`src/design/mfam_pkg.sv`:
```
`timescale 1ns / 1ps
// shared types and constants for the mixed fraction add and multiply block
package mfam_pkg;

  localparam int PartWidth  = 8;
  localparam int DataWidth  = 32;
  localparam int CountWidth = $clog2(DataWidth);

  typedef struct packed {
    logic [PartWidth-1:0] first_whole;
    logic [PartWidth-1:0] first_part_num;
    logic [PartWidth-1:0] first_part_den;
    logic [PartWidth-1:0] second_whole;
    logic [PartWidth-1:0] second_part_num;
    logic [PartWidth-1:0] second_part_den;
  } in_item_t;

  typedef struct packed {
    logic [15:0] first_num;
    logic [7:0]  first_den;
    logic [15:0] second_num;
    logic [7:0]  second_den;
    logic [24:0] sum_num;
    logic [15:0] sum_den;
    logic [31:0] prod_num;
    logic [15:0] prod_den;
  } out_item_t;

  typedef enum logic [2:0] {
    StIdle,
    StLoad,
    StGcd,
    StDiv,
    StStore,
    StMul1,
    StMul2
  } state_e;

  typedef enum logic [1:0] {
    SelFirst,
    SelSecond,
    SelSum,
    SelProd
  } sel_e;

  typedef struct packed {
    logic capture;
    logic load;
    logic gcd_step;
    logic div_start;
    logic div_step;
    logic store;
    logic mul1;
    logic mul2;
    sel_e sel;
  } cmd_t;

  typedef struct packed {
    logic zero;
    logic gcd_done;
    logic div_done;
  } status_t;

endpackage

```
`src/design/mfam_ctrl.sv`:
```
`timescale 1ns / 1ps
// controller state machine sequencing the four reductions
module mfam_ctrl (
  input  logic              clk_i,
  input  logic              rst_ni,
  input  logic              in_valid_i,
  output logic              in_ready_o,
  output logic              out_valid_o,
  input  logic              out_ready_i,
  input  mfam_pkg::status_t status_i,
  output mfam_pkg::cmd_t    cmd_o
);
  import mfam_pkg::*;

  state_e state_q, state_d;
  sel_e   sel_q, sel_d;
  logic   out_valid_q, out_valid_d;
  logic   store_ok;

  assign store_ok = (sel_q != SelProd) || !out_valid_q || out_ready_i;

  always_ff @(posedge clk_i or negedge rst_ni) begin
    if (!rst_ni) begin
      state_q     <= StIdle;
      sel_q       <= SelFirst;
      out_valid_q <= 1'b0;
    end else begin
      state_q     <= state_d;
      sel_q       <= sel_d;
      out_valid_q <= out_valid_d;
    end
  end

  // next state
  always_comb begin
    state_d = state_q;
    sel_d   = sel_q;
    unique case (state_q)
      StIdle: begin
        if (in_valid_i) begin
          state_d = StLoad;
          sel_d   = SelFirst;
        end
      end
      StLoad: state_d = status_i.zero ? StDiv : StGcd;
      StGcd: begin
        if (status_i.gcd_done) state_d = StDiv;
      end
      StDiv: begin
        if (status_i.div_done) state_d = StStore;
      end
      StStore: begin
        if (store_ok) begin
          unique case (sel_q)
            SelFirst: begin
              state_d = StLoad;
              sel_d   = SelSecond;
            end
            SelSecond: state_d = StMul1;
            SelSum: begin
              state_d = StLoad;
              sel_d   = SelProd;
            end
            SelProd: state_d = StIdle;
            default: state_d = StIdle;
          endcase
        end
      end
      StMul1: state_d = StMul2;
      StMul2: begin
        state_d = StLoad;
        sel_d   = SelSum;
      end
      default: state_d = StIdle;
    endcase
  end

  // outputs
  always_comb begin
    cmd_o       = '0;
    cmd_o.sel   = sel_q;
    in_ready_o  = 1'b0;
    out_valid_d = out_valid_q && !out_ready_i;
    unique case (state_q)
      StIdle: begin
        in_ready_o    = 1'b1;
        cmd_o.capture = in_valid_i;
      end
      StLoad: cmd_o.load = 1'b1;
      StGcd: begin
        if (status_i.gcd_done) cmd_o.div_start = 1'b1;
        else cmd_o.gcd_step = 1'b1;
      end
      StDiv: cmd_o.div_step = 1'b1;
      StStore: begin
        cmd_o.store = store_ok;
        if (store_ok && sel_q == SelProd) out_valid_d = 1'b1;
      end
      StMul1: cmd_o.mul1 = 1'b1;
      StMul2: cmd_o.mul2 = 1'b1;
      default: cmd_o = '0;
    endcase
  end

  assign out_valid_o = out_valid_q;

endmodule

```
`src/design/mfam_dp.sv`:
```
`timescale 1ns / 1ps
// datapath: operand forming, binary gcd, restoring division, cross multiplication and result registers
module mfam_dp (
  input  logic                clk_i,
  input  mfam_pkg::in_item_t  in_item_i,
  input  mfam_pkg::cmd_t      cmd_i,
  output mfam_pkg::status_t   status_o,
  output mfam_pkg::out_item_t out_item_o
);
  import mfam_pkg::*;

  in_item_t              in_q;
  logic [DataWidth-1:0]  a_q, b_q, g_q, n_q, d_q;
  logic [DataWidth:0]    rn_q, rd_q;
  logic [CountWidth-1:0] k_q, cnt_q;
  logic [15:0]           fa_n_q, fb_n_q;
  logic [7:0]            fa_d_q, fb_d_q;
  logic [23:0]           m1_q, m2_q;
  logic [24:0]           sum_q, s_n_q;
  logic [31:0]           pn_q;
  logic [15:0]           pd_q, s_d_q;
  out_item_t             out_q;

  logic [DataWidth-1:0] ld_n, ld_d;
  logic [DataWidth:0]   rn_sh, rd_sh;
  logic                 n_ge, d_ge;

  always_comb begin
    unique case (cmd_i.sel)
      SelFirst: begin
        ld_n = DataWidth'(in_q.first_whole * in_q.first_part_den + 16'(in_q.first_part_num));
        ld_d = DataWidth'(in_q.first_part_den);
      end
      SelSecond: begin
        ld_n = DataWidth'(in_q.second_whole * in_q.second_part_den
                          + 16'(in_q.second_part_num));
        ld_d = DataWidth'(in_q.second_part_den);
      end
      SelSum: begin
        ld_n = DataWidth'(sum_q);
        ld_d = DataWidth'(pd_q);
      end
      default: begin
        ld_n = pn_q;
        ld_d = DataWidth'(pd_q);
      end
    endcase
  end

  assign status_o.zero     = (ld_n == '0) || (ld_d == '0);
  assign status_o.gcd_done = (a_q == '0) || (b_q == '0);
  assign status_o.div_done = (cnt_q == CountWidth'(DataWidth - 1));

  assign rn_sh = {rn_q[DataWidth-1:0], n_q[DataWidth-1]};
  assign rd_sh = {rd_q[DataWidth-1:0], d_q[DataWidth-1]};
  assign n_ge  = rn_sh >= {1'b0, g_q};
  assign d_ge  = rd_sh >= {1'b0, g_q};

  always_ff @(posedge clk_i) begin
    if (cmd_i.capture) in_q <= in_item_i;

    if (cmd_i.load) begin
      a_q   <= ld_n;
      b_q   <= ld_d;
      n_q   <= ld_n;
      d_q   <= ld_d;
      k_q   <= '0;
      g_q   <= DataWidth'(1);
      cnt_q <= '0;
      rn_q  <= '0;
      rd_q  <= '0;
    end else if (cmd_i.gcd_step) begin
      if (!a_q[0] && !b_q[0]) begin
        a_q <= a_q >> 1;
        b_q <= b_q >> 1;
        k_q <= k_q + 1'b1;
      end else if (!a_q[0]) begin
        a_q <= a_q >> 1;
      end else if (!b_q[0]) begin
        b_q <= b_q >> 1;
      end else if (a_q >= b_q) begin
        a_q <= a_q - b_q;
      end else begin
        b_q <= b_q - a_q;
      end
    end else if (cmd_i.div_start) begin
      g_q   <= (a_q | b_q) << k_q;
      cnt_q <= '0;
      rn_q  <= '0;
      rd_q  <= '0;
    end else if (cmd_i.div_step) begin
      rn_q  <= n_ge ? rn_sh - {1'b0, g_q} : rn_sh;
      rd_q  <= d_ge ? rd_sh - {1'b0, g_q} : rd_sh;
      n_q   <= {n_q[DataWidth-2:0], n_ge};
      d_q   <= {d_q[DataWidth-2:0], d_ge};
      cnt_q <= cnt_q + 1'b1;
    end

    if (cmd_i.mul1) begin
      m1_q <= fa_n_q * fb_d_q;
      m2_q <= fb_n_q * fa_d_q;
    end
    if (cmd_i.mul2) begin
      sum_q <= 25'(m1_q) + 25'(m2_q);
      pn_q  <= fa_n_q * fb_n_q;
      pd_q  <= fa_d_q * fb_d_q;
    end

    if (cmd_i.store) begin
      unique case (cmd_i.sel)
        SelFirst: begin
          fa_n_q <= n_q[15:0];
          fa_d_q <= d_q[7:0];
        end
        SelSecond: begin
          fb_n_q <= n_q[15:0];
          fb_d_q <= d_q[7:0];
        end
        SelSum: begin
          s_n_q <= n_q[24:0];
          s_d_q <= d_q[15:0];
        end
        default: begin
          out_q.first_num  <= fa_n_q;
          out_q.first_den  <= fa_d_q;
          out_q.second_num <= fb_n_q;
          out_q.second_den <= fb_d_q;
          out_q.sum_num    <= s_n_q;
          out_q.sum_den    <= s_d_q;
          out_q.prod_num   <= n_q;
          out_q.prod_den   <= d_q[15:0];
        end
      endcase
    end
  end

  assign out_item_o = out_q;

endmodule

```
`src/design/mixed_fraction_add_multiply_top.sv`:
```
`timescale 1ns / 1ps
// Mixed fraction add and multiply: each transaction turns two mixed numbers into
// reduced improper fractions, then forms their reduced sum and product. One
// transaction is worked at a time through a shared reduction unit that is used
// four times: a binary gcd taking one step per cycle, followed by a restoring
// division of numerator and denominator. A finished result waits in an output
// register, and the next transaction is accepted while it waits.
module mixed_fraction_add_multiply_top (
  input  logic                clk_i,
  input  logic                rst_ni,
  input  logic                in_valid_i,
  output logic                in_ready_o,
  input  mfam_pkg::in_item_t  in_item_i,
  output logic                out_valid_o,
  input  logic                out_ready_i,
  output mfam_pkg::out_item_t out_item_o
);
  import mfam_pkg::*;

  cmd_t    cmd;
  status_t status;

  mfam_ctrl u_ctrl (
    .clk_i       (clk_i),
    .rst_ni      (rst_ni),
    .in_valid_i  (in_valid_i),
    .in_ready_o  (in_ready_o),
    .out_valid_o (out_valid_o),
    .out_ready_i (out_ready_i),
    .status_i    (status),
    .cmd_o       (cmd)
  );

  mfam_dp u_dp (
    .clk_i      (clk_i),
    .in_item_i  (in_item_i),
    .cmd_i      (cmd),
    .status_o   (status),
    .out_item_o (out_item_o)
  );

endmodule

```
`config.mk`:
```
export PLATFORM = sky130hd
export DESIGN_NAME = mixed_fraction_add_multiply_top
export DESIGN_NICKNAME = d
export VERILOG_FILES = /design/src/design/mfam_pkg.sv /design/src/design/mfam_ctrl.sv /design/src/design/mfam_dp.sv /design/src/design/mixed_fraction_add_multiply_top.sv
export SDC_FILE = /design/constraint.sdc
export NUM_CORES = 2
export LEC_CHECK = 0
export CAP_MARGIN = 20
export CORE_MARGIN = 2
export CORE_UTILIZATION = 25
export DETAILED_ROUTE_END_ITERATION = 8
export DONT_BUFFER_PORTS = 1
export PLACE_DENSITY = 0.37
export REMOVE_ABC_BUFFERS = 1
export SLEW_MARGIN = 20
export SYNTH_ARGS = -nofsm -noshare
export SYNTH_HDL_FRONTEND = slang
export SYNTH_SLANG_ARGS = --single-unit
export TNS_END_PERCENT = 30
```
`constraint.sdc`:
```
create_clock -name clk_i -period 12.6 [get_ports clk_i]
set_input_delay 0.63 -clock clk_i [delete_from_list [all_inputs] [get_ports clk_i]]
set_output_delay 0.63 -clock clk_i [all_outputs]
set_load 0.02 [all_outputs]
```
# [Yosys cells after proc, flatten, opt, wreduce, memory -nomap -nowiden]
# Index checks and enable logic that the tools add are counted.
[totals] regBits=635 inputBits=52 elab_cells=177
[op_classes] n_addsub=9 n_mul=6 magnitude_cmp=3 eq_ne=23 shifts=1 muxes=54 n_bitwise=3 n_reduce_logical=39
[ops] cell="two-way mux 32 bit" n=26
[ops] cell="zero test 32 bit" n=4
[ops] cell="subtractor 32 bit" n=4
[ops] cell="one-hot mux 32 bit (3 select lines)" n=1
[ops] cell=">= comparator 33 x 32 -> 1 bit" n=2
[ops] cell="multiplier 16 x 8 -> 24 bit" n=2
[ops] cell="multiplier 8 x 8 -> 16 bit" n=3
[ops] cell="adder 16 x 8 -> 17 bit" n=2
[ops] cell=">= comparator 32 bit" n=1
[ops] cell="multiplier 16 x 16 -> 32 bit" n=1
[ops] cell="bitwise OR 32 bit" n=1
[ops] cell="one-hot mux 16 bit (2 select lines)" n=1
[ops] cell="left shift 32 x 5 -> 32 bit" n=1
[ops] cell="adder 24 x 24 -> 25 bit" n=1
[ops] cell="one-hot mux 3 bit (7 select lines)" n=1
[ops] cell="AND reduction 2 bit" n=8
[ops] cell="two-way mux 1 bit" n=12
[ops] cell="two-way mux 3 bit" n=4
[ops] cell="inequality test 4 bit (second input constant)" n=3
[ops] cell="adder 5 x 1 -> 5 bit (second input constant)" n=2
[ops] cell="two-way mux 5 bit" n=2
[ops] cell="equality test 3 bit (second input constant)" n=3
[ops] cell="one-hot mux 3 bit (3 select lines)" n=1
[ops] cell="AND reduction 3 bit" n=3
[ops] cell="23 further kinds" n=49

# [Logic depth before layout (Yosys ltp)]
[logic_depth] ltp_word=9 ltp_mapped=26 depth_no_buf=25

# [Modules after synthesis]
# Synthesis repeated with hierarchy kept, for this count alone.
[hier_totals] cells_unflattened=5528 area_unflattened_um2=55145.4
[modules_own_cells] mod="mfam_dp" instances=1 cells_per_inst=5478 area_each_um2=54721.2 seq_area_each_um2=17827.1
[modules_own_cells] mod="mfam_ctrl" instances=1 cells_per_inst=50 area_each_um2=424.2 seq_area_each_um2=150.1

# [Worst setup path before layout]
# Ideal clock, no wire load.
[synth_timing] path_type="reg-to-reg" from="register u_ctrl.state_q[1]" to="register u_dp.out_q (netlist bit u_dp.out_item_o[0]), enable pin" setup_time_ps=801 arrival_ps=10389 setup_slack_ps=1410 stages_incl_launch_ff=6 synth_period_minus_slack_ps=11190 cell_sequence="dfrtp_1 > clkbuf_1 > clkbuf_1 > nor2_1 > nand2_1 > nor3_1"
[synth_between] elab_chain_len=7 word_cells_on_any_way=16 cone_classes="8 x eq/ne; 2 x mux; 1 x bitwise; 5 x reduce/logical"
[synth_rtl] item="from (decl)" line="mfam_ctrl.sv:15" rtl="state_e state_q, state_d;"
[synth_rtl] item="from (signal assigned)" line="mfam_ctrl.sv:24" rtl="state_q <= StIdle;"
[synth_rtl] item="from (signal assigned)" line="mfam_ctrl.sv:28" rtl="state_q <= state_d;"
[synth_rtl] item="equality test 3 x 1 -> 1 bit, or another cell as far along" line="mfam_ctrl.sv:84" rtl="unique case (state_q)"
[synth_rtl] item="OR reduction 7 bit (no source line)"
[synth_rtl] item="two-way mux 2 bit" line="mfam_ctrl.sv:84"
[synth_rtl] item="equality test 2 x 1 -> 1 bit, or another cell as far along" line="mfam_dp.sv:110" rtl="unique case (cmd_i.sel)"
[synth_rtl] item="OR reduction 3 bit (no source line)"
[synth_rtl] item="inverter 1 bit (no source line)"
[synth_rtl] item="AND reduction 2 bit (no source line) (*)"
[synth_rtl] item="to (decl)" line="mfam_dp.sv:22" rtl="out_item_t out_q;"
# Every way passes the cells marked *; elsewhere a longest branch is shown, timed or not.
# A chain may end at the register's enable or synchronous reset.

# [Final worst setup path]
[layout_timing] from="register u_dp.fb_n_q[5]" to="register u_dp.pn_q[30], data pin"
[layout_between] elab_chain_len=1
[layout_rtl] item="from (decl)" line="mfam_dp.sv:16" rtl="logic [15:0] fa_n_q, fb_n_q;"
[layout_rtl] item="from (signal assigned)" line="mfam_dp.sv:116" rtl="fb_n_q <= n_q[15:0];"
[layout_rtl] item="multiplier 16 x 16 -> 32 bit" line="mfam_dp.sv:105" rtl="pn_q <= fa_n_q * fb_n_q;"
[layout_rtl] item="to (signal assigned)" line="mfam_dp.sv:105"
[layout_rtl] item="to (decl)" line="mfam_dp.sv:20" rtl="logic [31:0] pn_q;"
# Every way passes these cells.

==> run metrics <==
post-CTS resize count 0; Post-Syn Area per Cell 10.0 sq um; Hold Path End u_ctrl.sel_q[0]; crit path max fanout 25; CP Launch Type flop; dpl hpwl 140000 microns; Initial Utilization 0.252; via-per-instance ratio 4.67; Nets 6492; vias in the first global route 41925; Port Buf Inserts 0; critical path type flop to flop; Netlist cell types 98; Seq cells post-synth 635; slowest CP cell edfxtp_1; worst hold start in_valid_i; Worst-Skew Late Latency 760 ps; Die X 472 microns; DRT Pass-1 Iters 5; largest net degree at the start of global routing 74; Area growth, synth to finish 12.5%; row count 171; Max Slew Vio Count 0; minimum clock period 7370 ps; Post-Syn Area 54800 sq um; headroom to the max-slew limit 0.185; R2R setup slack 5230 ps; Worst VDD drop 0.101 mV; Congestion Overflow GR 0; Worst Hold Class primary input to flop; TritonCTS Buffers 88; Reg2Reg Depth 24; FMAX 136 MHz; Post-synth EDFFs 523; Tightest Pin Transition 1220 ps; Reg2Reg Capture Point u_dp.pn_q[30]; layout cells sized above 1 0.0581; Final setup violation count 0; DR top layer met4; CP endpoint kind flop; Final period util 0.585; Worst-path clk slew 60 ps; crit-path max cell delay 1050 ps; max-cap violation count 0; H-tree levels 3; Pleak 26.7 nW; first-pass GRT wire length 276000 microns; post-CTS setup buffer count 0; die area 223000 sq um; Gate Count Post-Synth 5467; P_int 3.74 mW; initial DRC count 1867; Clock Skew 55.4 ps; WL met2 94200 microns; final-report hold violation count 0; origin of the critical flop-to-flop path u_dp.fb_n_q[5]; top-area cell type share of the netlist area 0.287; Routed WL 185000 microns; leading area contributor after synthesis edfxtp_1; Seq/Total Area, Yosys 0.328; All-Layer GR Usage 0.165; core area 217000 sq um; initial antenna violation count 15; crit path cell chain nand2_1 > fa_1 > inv_1 > fa_1 > inv_1 > fa_1 > fa_1 > inv_1 > fa_1 > inv_1 > fa_1 > inv_1 > ha_1 > and3_1 > and3_1 > a211oi_1 > a21bo_2 > a221o_1 > a221o_1 > a21oi_2 > nor2b_1 > o21ai_1 > a21oi_1 > xor2_1; status complete, no violations; remaining antenna violation count 0; CTS tree built; IO Pins 191; routability cong. 0.871; metal3 WL 5860 microns; CTS Sinks 635; Die Y 472 microns; Yosys Warn Count 0; Switching Fraction 0.230; wire length on met1 78800 microns; Area contributors post-synth edfxtp_1 29%, fa_1 18%, ha_1 11%; Vias 39194; unrepaired setup endpoints after global routing false; share of power burned in registers 0.461; Clk pwr share 0.536; Total Power 4.87 mW; Sw Pwr 1.12 mW; cell mode on critical path fa_1; drt drc 0; routed length per instance 22.0 microns; Comb power frac 0.003; Synth async-reset ratio 0.00945; Clock Tree Buf Depth 3; hold_buf cts 49; critical path arrival 7870 ps; CP required 13100 ps; CTS root buf clkbuf_16; pwr dens 78.9 nW/um^2; total negative slack 0 ps; ys flop type edfxtp_1; WHS Path Cells 3
[metal layers]
| metal | vias to the layer above | GRT usage |
|---|---|---|
| met5 | - | 0 |
| met4 | 0 | 0.0551 |
| met3 | 209 | 0.0210 |
| met2 | 605 | 0.301 |
| met1 | 19985 | 0.200 |
| li1 | 18395 | - |
[flip-flops by register name, indices dropped and copies added (netlist names), 24 cells and up]
signal	count
u_dp.out_item_o	137
u_dp.in_q	48
u_dp.a_q	32
u_dp.b_q	32
u_dp.d_q	32
u_dp.g_q	32
u_dp.n_q	32
u_dp.pn_q	32
u_dp.rd_q	32
u_dp.rn_q	32
u_dp.s_n_q	25
u_dp.sum_q	25
u_dp.m1_q	24
u_dp.m2_q	24
[critical path: cells and delay by family (launching register included)]
kind | cells | cell delay (ps)
and+or+nand+nor | 4 | 660
AOI/OAI and AO/OA | 7 | 1640
DFF | 1 | 1050
adders and majority gates | 7 | 3360
xor gates and xnor gates | 1 | 140
buffers and inverters | 5 | 250
[synth_stat cells (34+ instances only)]
master / count
o21ai_0: 190
nand2b_1: 36
clkbuf_1: 199
and2_1: 349
xnor2_1: 168
fa_1: 491
nor3_1: 60
edfxtp_1: 523
nor2b_1: 53
nor2_1: 285
a21o_1: 70
o21a_1: 35
nor4_1: 37
a211oi_1: 34
a221oi_1: 41
xor2_1: 63
ha_1: 494
dfxtp_1: 106
o21bai_1: 42
a21oi_1: 273
mux2i_1: 69
nand3_1: 105
inv_1: 720
nand2_1: 596
[layout by cell type, fill, tap and decap left out, types with 56 or more instances in the layout]
cell / count
a21o_1: 70
a21oi_1: 272
and2_1: 346
buf_4: 85
clkbuf_16: 89
dfxtp_1: 105
edfxtp_1: 523
fa_1: 491
ha_1: 494
inv_1: 719
mux2i_1: 69
nand2_1: 596
nand3_1: 105
nor2_1: 281
nor3_1: 56
o21ai_0: 189
xnor2_1: 168
xor2_1: 63
[how the worst max path moves through the flow]
stage                          startpoint            endpoint  slack [ps]  cells after the start
after floorplan           u_ctrl.sel_q[0]  u_dp.out_item_o[0]         940                      2
after global placement     u_dp.fb_n_q[1]       u_dp.pn_q[30]        5260                     24
after detailed placement   u_dp.fb_n_q[1]       u_dp.pn_q[30]        5200                     24
after CTS                  u_dp.fb_n_q[1]       u_dp.pn_q[30]        5200                     24
after global routing       u_dp.fb_n_q[1]       u_dp.pn_q[30]        4830                     24
final                      u_dp.fb_n_q[5]       u_dp.pn_q[30]        5230                     24
[power groups by stage]
stage	sequential (mW)	combinational (mW)	clock, mW
CTS	2.24	0.0149	2.72
detailed placement	2.29	0.000480	0
finish	2.24	0.0144	2.61
floorplan	2.29	0.000361	0
global route	2.24	0.0155	2.79
global placement	2.29	0.000475	0
[cells by family after synthesis]
family,count (synthesis),share of synthesized area
buffers and inverters,961,0.0672
AO/OA/AOI/OAI,945,0.114
XOR/XNOR,231,0.0369
AND/OR/NAND/NOR,1624,0.143
adder cells (fa/ha/maj),985,0.292
flip-flops,635,0.328
multiplexers,86,0.0184
[metrics by stage]
stage                     worst slack (ps)  area [sq um]  hold WS, ps   util  std cells
after global placement                5260         58100          335  0.267       8169
final                                 5230         61600          304  0.284       8391
after detailed placement              5200         58100          335  0.267       8169
after global routing                  4830         61600          292  0.283       8381
after CTS                             5200         61600          212  0.283       8380
after floorplan                        938         53800          334      -       5230
[final cells by class]
type	count	area, sq um
Timing Repair Buffer	135	1160
Tap cell	2854	3570
Clock inverter	59	693
Inverter	724	2720
Fill cell	22894	156000
Multi-Input combinational cell	3871	33200
Antenna cell	10	25.0
Sequential cell	635	18000
Clock buffer	103	2300
Note: power is estimated with default switching activity, not from simulation.
